File: src/hdl/wlb_pkg.sv
// types and constants of the whitespace line breaker
package wlb_pkg;

	localparam int LEN_W = 7;

	localparam logic [LEN_W-1:0] MIN_LEN = 7'd17;

	localparam logic [7:0] CH_SPACE = 8'h20;
	localparam logic [7:0] CH_TAB   = 8'h09;
	localparam logic [7:0] CH_LF    = 8'h0A;
	localparam logic [7:0] CH_CR    = 8'h0D;

	localparam logic KIND_TEXT = 1'b0;
	localparam logic KIND_END  = 1'b1;

	localparam logic REG_LINE_LENGTH = 1'b0;

	typedef struct packed {
		logic       kind;
		logic [7:0] in_byte;
	} in_item_t;

	typedef struct packed {
		logic [7:0] out_byte;
		logic       last;
	} out_item_t;

endpackage

File: src/hdl/whitespace_line_breaker.sv
// whitespace line breaker: greedy word wrap on a text byte stream
//
// input channel in_valid/in_stall/in_data: one text byte or an end marker per
// transfer. output channel out_valid/out_stall/out_data: the wrapped stream,
// one byte per transfer, last set on the final byte that an input item causes.
// the apb port holds line_length at address 0; values are clamped to
// 17 .. HOLD_DEPTH-2.
//
// bytes after the latest blank of a line wait in a single-port hold memory
// (one write or one read per cycle, read data registered). a text byte that is
// only held is written on its transfer. an item that emits bytes is decoded
// first, then each held byte flushed is read and loaded, then each inserted
// byte (the blank, cr, lf, or the newline itself) is loaded; held bytes lead.
//
// in_stall is high while an item's bytes are being sent. a stalled output
// register freezes the sequencer; the input side keeps stalling meanwhile.
// reset clears counts and flags; the hold memory needs no clearing since only
// entries below the fill count are read.
module whitespace_line_breaker #(
	parameter int HOLD_DEPTH = 64
) (
	input  logic                 clk,
	input  logic                 arst_n,
	input  logic                 in_valid,
	output logic                 in_stall,
	input  wlb_pkg::in_item_t    in_data,
	output logic                 out_valid,
	input  logic                 out_stall,
	output wlb_pkg::out_item_t   out_data,
	input  logic                 psel,
	input  logic                 penable,
	input  logic                 pwrite,
	input  logic [2:0]           paddr,
	input  logic [31:0]          pwdata,
	output logic [31:0]          prdata,
	output logic                 pready
);

	localparam int CNT_W  = $clog2(HOLD_DEPTH + 1);
	localparam int ADDR_W = $clog2(HOLD_DEPTH);
	localparam int LEN_W  = wlb_pkg::LEN_W;
	localparam int CMP_W  = (CNT_W > LEN_W) ? CNT_W : LEN_W;
	localparam logic [LEN_W-1:0] MaxLen = LEN_W'(HOLD_DEPTH - 2);

	// sequencer states
	localparam logic [1:0] S_IDLE = 2'd0;
	localparam logic [1:0] S_READ = 2'd1;
	localparam logic [1:0] S_HOLD = 2'd2;
	localparam logic [1:0] S_TAIL = 2'd3;

	logic [1:0]       state_q;
	logic [LEN_W-1:0] line_length_q;
	logic [CNT_W-1:0] held_count_q, line_count_q;
	logic             blank_seen_q, break_inserted_q, first_cr_q;
	logic [CNT_W-1:0] flush_n_q, idx_q;
	logic [1:0]       tail_n_q;
	logic [2:0][7:0]  tail_q;
	logic             out_valid_q;
	wlb_pkg::out_item_t out_data_q;

	// hold memory
	logic [7:0] hold_mem [HOLD_DEPTH];
	logic [7:0] rd_q;
	logic       mem_we;

	logic             accept, adv, cfg_wr, load_out;
	logic [LEN_W-1:0] len;
	logic [CNT_W-1:0] lc_inc, hc_inc;
	logic             trig, is_blank, is_lf, drop_crlf;

	logic [CNT_W-1:0] n_held, n_line, n_flush;
	logic             n_blank, n_brk;
	logic [1:0]       n_tail_n;
	logic [2:0][7:0]  n_tail;

	assign accept    = in_valid && !in_stall;
	assign in_stall  = (state_q != S_IDLE);
	assign adv       = !out_valid_q || !out_stall;
	assign out_valid = out_valid_q;
	assign out_data  = out_data_q;
	// a byte moves into the output register this cycle
	assign load_out  = ((state_q == S_HOLD) || (state_q == S_TAIL)) && adv;

	// config port
	assign pready = 1'b1;
	assign cfg_wr = psel && penable && pwrite && pready;
	assign prdata = (paddr[2] == wlb_pkg::REG_LINE_LENGTH) ?
		{{(32 - LEN_W){1'b0}}, line_length_q} : 32'd0;

	// clamp the configured length
	always_comb begin
		priority if (line_length_q < wlb_pkg::MIN_LEN) begin
			len = wlb_pkg::MIN_LEN;
		end else if (line_length_q > MaxLen) begin
			len = MaxLen;
		end else begin
			len = line_length_q;
		end
	end

	assign lc_inc    = line_count_q + 1'b1;
	assign hc_inc    = held_count_q + 1'b1;
	assign trig      = CMP_W'(lc_inc) >= CMP_W'(len);
	assign is_blank  = (in_data.in_byte == wlb_pkg::CH_SPACE) ||
		(in_data.in_byte == wlb_pkg::CH_TAB);
	assign is_lf     = (in_data.in_byte == wlb_pkg::CH_LF);
	// a lone cr+lf line right after an inserted break
	assign drop_crlf = break_inserted_q && (line_count_q == CNT_W'(1)) &&
		(held_count_q == CNT_W'(1)) && first_cr_q;

	// decode of one item: next line state, bytes to flush and tail bytes
	always_comb begin
		n_held   = held_count_q;
		n_line   = line_count_q;
		n_blank  = blank_seen_q;
		n_brk    = break_inserted_q;
		n_flush  = '0;
		n_tail_n = 2'd0;
		n_tail   = '0;
		mem_we   = 1'b0;
		priority if (in_data.kind == wlb_pkg::KIND_END) begin
			n_flush = held_count_q;
			n_held  = '0;
			n_line  = '0;
			n_blank = 1'b0;
			n_brk   = 1'b0;
		end else if (is_lf) begin
			if (drop_crlf) begin
				n_brk = 1'b0;
			end else begin
				n_flush   = held_count_q;
				n_tail[0] = wlb_pkg::CH_LF;
				n_tail_n  = 2'd1;
			end
			n_held  = '0;
			n_line  = '0;
			n_blank = 1'b0;
		end else if (is_blank) begin
			n_flush   = held_count_q;
			n_tail[0] = in_data.in_byte;
			n_held    = '0;
			if (trig) begin
				n_tail[1] = wlb_pkg::CH_CR;
				n_tail[2] = wlb_pkg::CH_LF;
				n_tail_n  = 2'd3;
				n_line    = '0;
				n_blank   = 1'b0;
				n_brk     = 1'b1;
			end else begin
				n_tail_n = 2'd1;
				n_line   = lc_inc;
				n_blank  = 1'b1;
			end
		end else begin
			mem_we = 1'b1;
			if (trig && blank_seen_q) begin
				// break at the latest blank, held bytes start the new line
				n_tail[0] = wlb_pkg::CH_CR;
				n_tail[1] = wlb_pkg::CH_LF;
				n_tail_n  = 2'd2;
				n_held    = hc_inc;
				n_line    = hc_inc;
				n_blank   = 1'b0;
				n_brk     = 1'b1;
			end else if (trig) begin
				// no blank in the line: flush it unbroken
				n_flush = hc_inc;
				n_held  = '0;
				n_line  = '0;
				n_blank = 1'b0;
				n_brk   = 1'b0;
			end else begin
				n_held = hc_inc;
				n_line = lc_inc;
			end
		end
	end

	// hold memory: write on accept, registered read in the read state
	always_ff @(posedge clk) begin
		if (accept && mem_we) begin
			hold_mem[held_count_q[ADDR_W-1:0]] <= in_data.in_byte;
		end
		if (state_q == S_READ) begin
			rd_q <= hold_mem[idx_q[ADDR_W-1:0]];
		end
	end

	// control state
	always_ff @(posedge clk or negedge arst_n) begin
		if (!arst_n) begin
			state_q          <= S_IDLE;
			line_length_q    <= LEN_W'(64);
			held_count_q     <= '0;
			line_count_q     <= '0;
			blank_seen_q     <= 1'b0;
			break_inserted_q <= 1'b0;
			first_cr_q       <= 1'b0;
			flush_n_q        <= '0;
			idx_q            <= '0;
			tail_n_q         <= 2'd0;
			out_valid_q      <= 1'b0;
		end else begin
			if (cfg_wr && (paddr[2] == wlb_pkg::REG_LINE_LENGTH)) begin
				line_length_q <= pwdata[LEN_W-1:0];
			end

			// valid stays while stalled, or comes up with a new byte
			out_valid_q <= load_out || (out_valid_q && out_stall);

			unique case (state_q)
				S_IDLE: begin
					if (accept) begin
						held_count_q     <= n_held;
						line_count_q     <= n_line;
						blank_seen_q     <= n_blank;
						break_inserted_q <= n_brk;
						flush_n_q        <= n_flush;
						tail_n_q         <= n_tail_n;
						idx_q            <= '0;
						if (mem_we && (held_count_q == '0)) begin
							first_cr_q <= (in_data.in_byte == wlb_pkg::CH_CR);
						end
						if (n_flush != '0) begin
							state_q <= S_READ;
						end else if (n_tail_n != 2'd0) begin
							state_q <= S_TAIL;
						end
					end
				end
				S_READ: begin
					state_q <= S_HOLD;
				end
				S_HOLD: begin
					if (adv) begin
						idx_q <= idx_q + 1'b1;
						if (idx_q + 1'b1 != flush_n_q) begin
							state_q <= S_READ;
						end else if (tail_n_q != 2'd0) begin
							state_q <= S_TAIL;
						end else begin
							state_q <= S_IDLE;
						end
					end
				end
				S_TAIL: begin
					if (adv) begin
						tail_n_q <= tail_n_q - 1'b1;
						if (tail_n_q == 2'd1) begin
							state_q <= S_IDLE;
						end
					end
				end
				default: begin
					state_q <= S_IDLE;
				end
			endcase
		end
	end

	// payload: tail bytes shift toward slot 0, output register
	always_ff @(posedge clk) begin
		if (accept) begin
			tail_q <= n_tail;
		end
		if (state_q == S_HOLD && adv) begin
			out_data_q.out_byte <= rd_q;
			out_data_q.last     <= (idx_q + 1'b1 == flush_n_q) && (tail_n_q == 2'd0);
		end else if (state_q == S_TAIL && adv) begin
			out_data_q.out_byte <= tail_q[0];
			out_data_q.last     <= (tail_n_q == 2'd1);
			tail_q[0]           <= tail_q[1];
			tail_q[1]           <= tail_q[2];
		end
	end

endmodule

File: config.mk
export PLATFORM = sky130hd
export DESIGN_NAME = whitespace_line_breaker
export DESIGN_NICKNAME = d
export VERILOG_FILES = /design/src/hdl/wlb_pkg.sv /design/src/hdl/whitespace_line_breaker.sv
export SDC_FILE = /design/constraint.sdc
export NUM_CORES = 1
export LEC_CHECK = 0
export ABC_AREA = 1
export BUFFER_PORTS_ARGS = -buffer_cell sky130_fd_sc_hd__buf_2
export CAP_MARGIN = 20
export CORE_UTILIZATION = 45
export DETAILED_ROUTE_END_ITERATION = 8
export HOLD_SLACK_MARGIN = 0.02
export PLACE_DENSITY_LB_ADDON = 0.05
export SYNTH_ARGS = -nofsm -noshare
export SYNTH_HDL_FRONTEND = slang
export SYNTH_SLANG_ARGS = --single-unit
File: constraint.sdc
create_clock -name clk -period 4.56 [get_ports clk]
set_clock_uncertainty 0.2 [all_clocks]
set_input_delay 0.684 -clock clk [delete_from_list [all_inputs] [get_ports clk]]
set_output_delay 0.684 -clock clk [all_outputs]
set_load 0.1 [all_outputs]
---- Yosys cells after proc, flatten, opt, wreduce, memory -nomap -nowiden ----
Memories as Yosys holds them, arrays and structs flattened. A register that Yosys moved wholly into a read port is not among the register bits.
Index checks and enable logic that the tools add are counted.
word-level totals
  logic and storage cells ................. 156
  bits in registers ....................... 72
  memory bits (read-only) ................. 0
  bits in latches ......................... 0
  memories kept ........................... 1
  RAM bits ................................ 512
  output and inout port bits .............. 44
cells by class
  shift-type cells ........................ 0
  bitwise logic cells ..................... 2
  divide/modulo/power cells ............... 0
  multiplexer cells ....................... 69
  reductions and logical operators ........ 42
  add/sub/neg operators ................... 4
  multiply operators ...................... 0
  order comparisons ....................... 3
  equal/unequal tests ..................... 19
memory list
  name      words  width  rd ports  clocked after memory_dff  write ports  line                           source
  hold_mem  64     8      1         1                         1            whitespace_line_breaker.sv:62  logic [7:0] hold_mem [HOLD_DEPTH];
operators with widths
  kind                                                                             number
  7-bit 2-to-1 mux                                                                 21
  16-bit 2-to-1 mux                                                                5
  2-bit 2-to-1 mux                                                                 15
  8-bit by 4-bit == test with 1-bit output, second input constant                  3
  12-bit 2-to-1 mux                                                                2
  7-bit by 1-bit adder with 7-bit output, second input constant                    3
  1-bit 2-to-1 mux                                                                 18
  9-bit 2-to-1 mux                                                                 2
  8-bit 2-to-1 mux                                                                 2
  1-bit logical AND                                                                15
  7-bit by 1-bit == test with 1-bit output, second input constant                  2
  7-bit one-hot mux with 2 select lines                                            1
  3-bit AND reduction                                                              4
  2-bit nonzero test                                                               6
  5-bit AND reduction                                                              2
  8-bit by 6-bit == test with 1-bit output, second input constant                  1
  2-bit != test, second input constant                                             4
  2-bit one-hot mux with 4 select lines                                            1
  7-bit == test                                                                    1
  7-bit greater-or-equal comparator                                                1
  7-bit by 6-bit greater-than comparator with 1-bit output, second input constant  1
  7-bit zero test                                                                  1
  7-bit by 5-bit less-than comparator with 1-bit output, second input constant     1
  7-bit != test                                                                    1
  17 further kinds                                                                 26

---- Depth between registers and ports, before layout ----
Gate-level depths: netlist of the first run.
  depth after elaboration ................. 14
  depth in mapped cells ................... 22
  gate-level depth less buffers ........... 22

---- Worst setup path before layout of the first run ----
OpenSTA, ideal clock, no wires.
  kind .................................... input port to output port
  start point ............................. input paddr[2]
  end point ............................... output prdata[0]
  setup slack ............................. 1.555 ns
  arrival ................................. 2.121 ns
  path buffers ............................ 1
  required time ........................... 3.676 ns
  stages .................................. 2
  path through ............................ clkbuf_1 -> nor2_1
between the ends
  cells in the longest elaborated chain, start to end .. 1
RTL lines
  what                line                           source
  start: declaration  whitespace_line_breaker.sv:33  input logic [2:0] paddr,
  7-bit 2-to-1 mux    whitespace_line_breaker.sv:87  assign prdata = (paddr[2] == wlb_pkg::REG_LINE_LENGTH) ?
  end: declaration    whitespace_line_breaker.sv:35  output logic [31:0] prdata,
Every way passes these cells.

---- Worst setup path after layout of the first run ----
  start point ............................. register line_count_q[0]
  end point ............................... register state_q[1]
between the ends
  cells in the longest elaborated chain, start to end .. 11
  elaborated cells on any way between the ends .. 26
RTL lines
  what                                                                                                line                                                            source
  start: declaration                                                                                  whitespace_line_breaker.sv:53                                   logic [CNT_W-1:0] held_count_q, line_count_q;
  start signal: assignment                                                                            whitespace_line_breaker.sv:215                                  line_count_q <= n_line;
  7-bit by 1-bit adder with 7-bit output or 7-bit by 1-bit == test with 1-bit output (tied branches)  whitespace_line_breaker.sv:101, whitespace_line_breaker.sv:108
  7-bit greater-or-equal comparator or 1-bit logical AND (tied branches)                              whitespace_line_breaker.sv:103, whitespace_line_breaker.sv:108
  7-bit 2-to-1 mux, or another cell as far along                                                      whitespace_line_breaker.sv:165                                  end else if (trig) begin
  7-bit 2-to-1 mux or 1-bit logical AND (tied branches)                                               whitespace_line_breaker.sv:156, whitespace_line_breaker.sv:109
  7-bit 2-to-1 mux (on tied branches)                                                                 whitespace_line_breaker.sv:138, whitespace_line_breaker.sv:128
  7-bit 2-to-1 mux                                                                                    whitespace_line_breaker.sv:127                                  end else if (is_lf) begin
  7-bit 2-to-1 mux                                                                                    whitespace_line_breaker.sv:121                                  priority if (in_data.kind == wlb_pkg::KIND_END) begin
  7-bit nonzero test                                                                                  whitespace_line_breaker.sv:224                                  if (n_flush != '0) begin
  2-bit 2-to-1 mux                                                                                    whitespace_line_breaker.sv:224
  2-bit 2-to-1 mux                                                                                    whitespace_line_breaker.sv:213                                  if (accept) begin
  2-bit one-hot mux with 4 select lines                                                               whitespace_line_breaker.sv:211                                  unique case (state_q)
  end signal: assignment                                                                              whitespace_line_breaker.sv:225                                  state_q <= S_READ;
  end signal: assignment                                                                              whitespace_line_breaker.sv:227                                  state_q <= S_TAIL;
  end signal: assignment                                                                              whitespace_line_breaker.sv:232                                  state_q <= S_HOLD;
  end: declaration                                                                                    whitespace_line_breaker.sv:51                                   logic [1:0] state_q;
Parallel ways exist; a longest one is shown, timed or not. The select of a mux whose other input is x is not followed.
A chain may end at the register's enable or synchronous reset.

==> flow_metrics.env, run 1 <==
export IMPL_outcome="completed"
export IMPL_core_area_um2=54000
export IMPL_ant_nets=0
export IMPL_grt_ovfl_total=0
export IMPL_critPathTopFamily="simple AND/OR/NAND/NOR gates"
export IMPL_worst_path_largest_cell_delay_ns=0.46
export IMPL_r2r_worst_path_cells=21
export IMPL_pwr_share_comb_pct=27.9
export IMPL_rsz0062_at_grt="no"
export IMPL_yosys_register_bits=589
export IMPL_power_density_nw_per_um2=564
export IMPL_clock_path_buffers=3
export IMPL_port_buffers=41
export IMPL_cp_start_kind="flop"
export IMPL_critical_path_buf_inv_count=2
export IMPL_die_x_um=236
export IMPL_via_per_inst=5.56
export IMPL_setup_viol=0
export IMPL_setup_tns_ns=0
export IMPL_leakage_nw=9.79
export IMPL_cp_common_cell="nand2_1"
export IMPL_clock_sinks=589
export IMPL_grt_max_degree=125
export IMPL_clkLatencyLatePin_ns=0.60
export IMPL_maxCapViolations=0
export IMPL_yosys_area_top_type_share_pct=64.5
export IMPL_synth_top_area_cell="edfxtp_1"
export IMPL_root_buffer="clkbuf_16"
export IMPL_final_common_cell="edfxtp_1"
export IMPL_antenna_found_initial=0
export IMPL_wl_mm=65.1
export IMPL_synth_area_leaders="edfxtp_1, nor2_1, o21ai_0"
export IMPL_drive_above_1_share_pct=10.9
export IMPL_final_cell_mix="edfxtp_1, nor2_1, o21ai_0, nand2_1, o22ai_1"
export IMPL_min_period_ns=3.44
export IMPL_r2r_slack_ns=1.12
export IMPL_numCtsBuffers=67
export IMPL_vdd_drop_max_v=0.000339
export IMPL_min_to="line_length_q[5]"
export IMPL_reg2reg_from="line_count_q[0]"
export IMPL_yosys_warnings=0
export IMPL_initial_core_util_pct=45.7
export IMPL_syn_cell_area_um2=24700
export IMPL_rows=85
export IMPL_r2r_end="state_q[1]"
export IMPL_cp_depth=21
export IMPL_finalHoldViolations=0
export IMPL_syn_instance_count=2146
export IMPL_swShare_pct=35.5
export IMPL_wire_per_inst_um=21.9
export IMPL_crit_type="flop to flop"
export IMPL_hold_depth=3
export IMPL_crit_fanout=9
export IMPL_endpoint_kind="flop"
export IMPL_syn2layout_area_growth_pct=13.2
export IMPL_grt_pass1_wl_mm=99.4
export IMPL_pwr_share_clk_pct=31.5
export IMPL_first_pass_iters=5
export IMPL_ys_seq_area_share_pct=70.2
export IMPL_yosysUniqueCellTypes=40
export IMPL_gp_congestion=0.845
export IMPL_fin_worst_hold_slack_ns=0.130
export IMPL_post_cts_repair_setup_buffers=0
export IMPL_drc=0
export IMPL_pin_count=95
export IMPL_slowest_stage="dfrtp_1"
export IMPL_avgSynthCellArea_um2=11.5
export IMPL_pre_cts_ws_ns=0.624
export IMPL_worstHoldPathType="input port to flop"
export IMPL_fmax_mhz=291
export IMPL_worst_pin_slew_ns=0.968
export IMPL_via_count=16500
export IMPL_die_h_um=236
export IMPL_cts_max_level=3
export IMPL_worstPathRequired_ns=4.84
export IMPL_relSlewSlack_pct=35.5
export IMPL_drt_iter0_drc=1549
export IMPL_switching_power_w=0.00559
export IMPL_cts_tree="built"
export IMPL_nNetsFinal=2292
export IMPL_clk_pin_slew_ns=0.06
export IMPL_grt_pass1_vias=16000
export IMPL_worstPathCellList="ha_1 -> nand2_1 -> inv_1 -> nand2_1 -> nor3_1 -> xor2_1 -> ha_1 -> nand2_1 -> inv_1 -> a21oi_1 -> nand2_2 -> nand2_1 -> nor2_1 -> nand2_1 -> nand2_1 -> nor2_1 -> nand2_1 -> nor2_2 -> nand3_2 -> nand3_1 -> nand2_1"
export IMPL_slew_viol_final=0
export IMPL_worstPathArrival_ns=3.72
export IMPL_die_area_um2=55800
export IMPL_finalCritPeriodShare_pct=75.4
export IMPL_p_seq_share_pct=40.6
export IMPL_globalRouteTotalUtil_pct=23.7
export IMPL_fin_ws_ns=1.12
export IMPL_worstHoldStart="pwdata[5]"
export IMPL_p_int_w=0.0102
export IMPL_power_w=0.0158
export IMPL_dpl_hpwl_mm=39.4
-- cells in the mapped netlist --
cell type and number:
dfstp_2 1, nor2_1 465, o21ai_0 345, nor3_1 16, a22o_1 1, clkinv_1 2, nand3_1 30, nand2_2 4
o22ai_1 169, a31oi_1 6, buf_4 39, buf_1 1, ha_1 15, a21oi_1 24, a32oi_1 1, buf_6 1
dfxtp_1 16, o31ai_1 5, nand3_2 2, o211ai_1 9, conb_1 2, nand3b_1 2, o2bb2ai_1 1, o221ai_1 1
o21ai_1 9, inv_2 4, xnor2_1 2, a22oi_1 1, nand4_1 8, dfrtp_1 42, o2111ai_1 2, buf_2 28
inv_1 87, nor2_2 5, o32ai_1 2, nor2_4 1, clkbuf_1 84, edfxtp_1 530, nand2_1 172, xor2_1 11
-- cell families after synthesis --
kind of cell | after synthesis | synth area share [%]
and+or+nand+nor | 705 | 11.2
other | 2 | 0.0304
buffers and inverters | 246 | 4.51
DFF | 589 | 70.2
adders and majority gates | 15 | 0.761
AOI/OAI and AO/OA | 576 | 12.8
xor gates and xnor gates | 13 | 0.461
-- flip-flops by register name (all words and copies together), names as in the netlist --
register          flops
blank_seen_q          1
line_count_q          7
out_valid             1
idx_q                 7
hold_mem            512
tail_q               17
tail_n_q              2
held_count_q          7
first_cr_q            1
flush_n_q             7
state_q               2
out_data              9
break_inserted_q      1
line_length_q         7
rd_q                  8
-- layout make-up --
| cell class | instances | area (um^2) |
|---|---|---|
| repair buffers | 139 | 1030 |
| diodes | 1 | 2.50 |
| multi-input cells | 1336 | 6350 |
| clock inverters | 27 | 183 |
| flip-flops and latches | 589 | 17300 |
| fillers | 4795 | 26100 |
| well taps | 696 | 871 |
| inverters | 93 | 355 |
| clock buffers | 93 | 1820 |
-- worst reg2reg max path, stage by stage, from the launching register on --
cell     delay [ns]
dfrtp_1        0.46
ha_1           0.20
nand2_1        0.05
inv_1          0.07
nand2_1        0.08
nor3_1         0.19
xor2_1         0.30
ha_1           0.30
nand2_1        0.09
inv_1          0.04
a21oi_1        0.16
nand2_2        0.16
nand2_1        0.18
nor2_1         0.12
nand2_1        0.11
nand2_1        0.06
nor2_1         0.10
nand2_1        0.07
nor2_2         0.12
nand3_2        0.10
nand3_1        0.10
nand2_1        0.06
-- repair_timing --
item,4_1_cts,5_1_grt
gates resized for setup,0,0
endpoints found under the hold margin,42,0
hold buffers,1,0
-- per-stage QoR --
| stage | instances | util, % | area (um^2) |
|---|---|---|---|
| finish | 2974 | 51.7 | 27900 |
| global route | 2973 | 51.7 | 27900 |
| CTS | 2973 | 51.7 | 27900 |
| detailed placement | 2852 | 48.0 | 25900 |
| global placement | 2852 | 48.0 | 25900 |
| floorplan | 2171 | - | 24800 |
-- worst max path at each step --
| stage | start | to | slack (ns) |
|---|---|---|---|
| after floorplan | paddr[2] | prdata[0] | 1.55 |
| after global placement | in_data[0] | hold_mem[47][4] | 0.65 |
| after detailed placement | in_data[0] | hold_mem[47][7] | 0.62 |
| after CTS | line_count_q[0] | state_q[1] | 1.11 |
| after global routing | line_count_q[0] | state_q[0] | 0.79 |
| final | line_count_q[0] | state_q[1] | 1.12 |
-- layer usage --
| layer | vias up | part of all wire, % | wire [um] | track usage (%) |
|---|---|---|---|---|
| met5 | - | 0 | 0 | 0 |
| met4 | 0 | 1.9 | 1260 | 5.67 |
| met3 | 91 | 5.9 | 3880 | 4.19 |
| met2 | 455 | 46 | 29800 | 36.6 |
| met1 | 8189 | 46 | 30200 | 34.9 |
| li1 | 7812 | - | - | - |
-- power by group through the flow --
stage               Combinational (W)  Sequential [W]  Clock (W)
finish                        0.00440         0.00640    0.00496
global route                  0.00483         0.00643    0.00527
CTS                           0.00442         0.00640    0.00507
detailed placement            0.00441         0.00651          0
global placement              0.00440         0.00650          0
floorplan                     0.00282         0.00662          0
No activity file was read; power rests on OpenSTA's default activity.
==> run 2: changes to the inputs <==
- clock period: 4.56 -> 2.9 ns (I/O delays scaled with it)
==> run 2 against run 1 <==
  * The flow now finishes with violations (negative setup slack)
  * Sequential power increased by 56%
  * Hold slack got worse by 0.061 ns
  * Die area unchanged
  * Critical path type unchanged
==> flow_metrics.env, run 2 (synthesized netlist as in run 1, its figures left out) <==
export IMPL_gp_congestion=0.871
export IMPL_dp_cells=2929
export IMPL_fin_cells=3067
export IMPL_fin_worst_hold_slack_ns=0.0696
export IMPL_antenna_found_initial=1
export IMPL_clock_path_buffers=3
export IMPL_root_buffer="clkbuf_16"
export IMPL_drt_iter0_drc=1349
export IMPL_fillers=4744
export IMPL_die_area_um2=55800
export IMPL_relSlewSlack_pct=41.8
export IMPL_power_density_nw_per_um2=882
export IMPL_leakage_nw=10.3
export IMPL_core_area_um2=54000
export IMPL_worst_path_largest_cell_delay_ns=0.36
export IMPL_cts_max_level=3
export IMPL_finalHoldViolations=0
export IMPL_min_period_ns=2.94
export IMPL_finalCritPeriodShare_pct=101
export IMPL_setup_viol=2
export IMPL_setup_tns_ns=-0.0685
export IMPL_cp_start_kind="flop"
export IMPL_wire_per_inst_um=22.2
export IMPL_worst_pin_slew_ns=0.872
export IMPL_rows=85
export IMPL_drive_above_1_share_pct=15.7
export IMPL_largest_reg_flops=512
export IMPL_rsz0062_at_grt="yes"
export IMPL_slowest_stage="dfrtp_1"
export IMPL_grt_pass1_wl_mm=103
export IMPL_cts_tree="built"
export IMPL_syn2layout_area_growth_pct=17.7
export IMPL_die_h_um=236
export IMPL_nNetsFinal=2388
export IMPL_dpl_hpwl_mm=41.1
export IMPL_endpoint_kind="flop"
export IMPL_grt_pass1_vias=16600
export IMPL_drc=0
export IMPL_worstPathRequired_ns=3.19
export IMPL_crit_fanout=5
export IMPL_vdd_drop_max_v=0.000572
export IMPL_slew_viol_final=0
export IMPL_diodes=0
export IMPL_first_pass_iters=5
export IMPL_fmax_mhz=340
export IMPL_grt_max_degree=66
export IMPL_clock_sinks=589
export IMPL_r2r_slack_ns=-0.04
export IMPL_clkLatencyLatePin_ns=0.61
export IMPL_pin_count=95
export IMPL_globalRouteTotalUtil_pct=24.7
export IMPL_final_cell_mix="edfxtp_1, nor2_1, o21ai_0, o22ai_1, buf_4"
export IMPL_crit_type="flop to flop"
export IMPL_via_count=17100
export IMPL_port_buffers=41
export IMPL_worstHoldPathType="input port to flop"
export IMPL_grt_ovfl_total=0
export IMPL_violations="negative setup slack"
export IMPL_worstPathArrival_ns=3.23
export IMPL_ant_nets=0
export IMPL_maxCapViolations=0
export IMPL_clk_pin_slew_ns=0.05
export IMPL_fin_ws_ns=-0.0372
export IMPL_numCtsBuffers=66
export IMPL_wl_mm=68.1
export IMPL_critical_path_buf_inv_count=3
export IMPL_outcome="finished with violations"
export IMPL_die_x_um=236
export IMPL_worstPathCellList="ha_2 -> nand2_2 -> inv_2 -> nand2_2 -> nor3_2 -> xor2_1 -> ha_1 -> nand2_1 -> buf_4 -> nor2_2 -> nand2_1 -> nand2_2 -> nand2_4 -> nor2_4 -> nand3_2 -> nand2_2 -> inv_2 -> nand2_2 -> nor2_4 -> nand2_1 -> nand2_1 -> nand3_2 -> nand2_1"
export IMPL_via_per_inst=5.56
export IMPL_initial_core_util_pct=45.7
export IMPL_final_common_cell="edfxtp_1"
export IMPL_critPathTopFamily="simple AND/OR/NAND/NOR gates"
## run 2: power by group
group,internal (W),switching [W],leakage [nW]
clock,0.00462,0.00333,0.977
combinational,0.00236,0.00531,3.92
sequential,0.00970,0.000307,5.45
total,0.0167,0.00896,10.3
## run 2: metal layers
layer	wire length [um]	vias up	global-route usage (%)	share of wire [%]
li1	-	8000	-	-
met4	1760	0	7.18	2.6
met3	3710	105	3.63	5.5
met2	31700	504	39.2	47
met5	0	-	0	0
met1	30900	8457	35.3	45
## run 2: per-stage QoR
step	util [%]	power, W	cell area [um^2]	worst slack [ns]
after detailed placement	49.3	0.0177	26600	-0.139
after CTS	53.4	0.0257	28900	-0.00349
final	53.8	0.0256	29000	-0.0372
after global routing	53.8	0.0268	29000	-0.253
after floorplan	-	0.0149	24800	0.0526
after global placement	49.3	0.0177	26600	-0.149
## run 2: final timing paths
check                                      from                to  cells past startpoint
worst max-delay path            line_count_q[1]        state_q[1]                     23
worst min-delay path                 in_data[0]        first_cr_q                      5
worst max register to register  line_count_q[1]        state_q[1]                     23
worst min register to register       tail_q[14]        tail_q[14]                      2
max in group asynchronous                arst_n  line_length_q[6]                      3
min in group asynchronous                arst_n      blank_seen_q                      2
## run 2: area by class of cell
type	count	area, um^2	area share, %
Tap cell	696	871	3.00
Timing Repair Buffer	236	1950	6.70
Clock buffer	86	1750	6.02
Multi-Input combinational cell	1336	6520	22.4
Clock inverter	31	275	0.948
Sequential cell	589	17300	59.6
Inverter	93	360	1.24
## run 2: worst register-to-register path, delay by kind of cell (launching register included)
family        cells  cell delay (ns)
xor+xnor          1             0.12
buf+inv           3             0.21
simple gates     17             1.42
flops             1             0.36
fa+ha+maj         2             0.49
## run 2: what timing repair did
action / 4_1_cts / 5_1_grt
gates resized for setup: 14 / 50
setup endpoints to repair: 3 / 17
hold buffers: 10 / 0
buffers inserted: 7 / 4
hold endpoints to repair: 32 / 0
pin swaps: 8 / 25
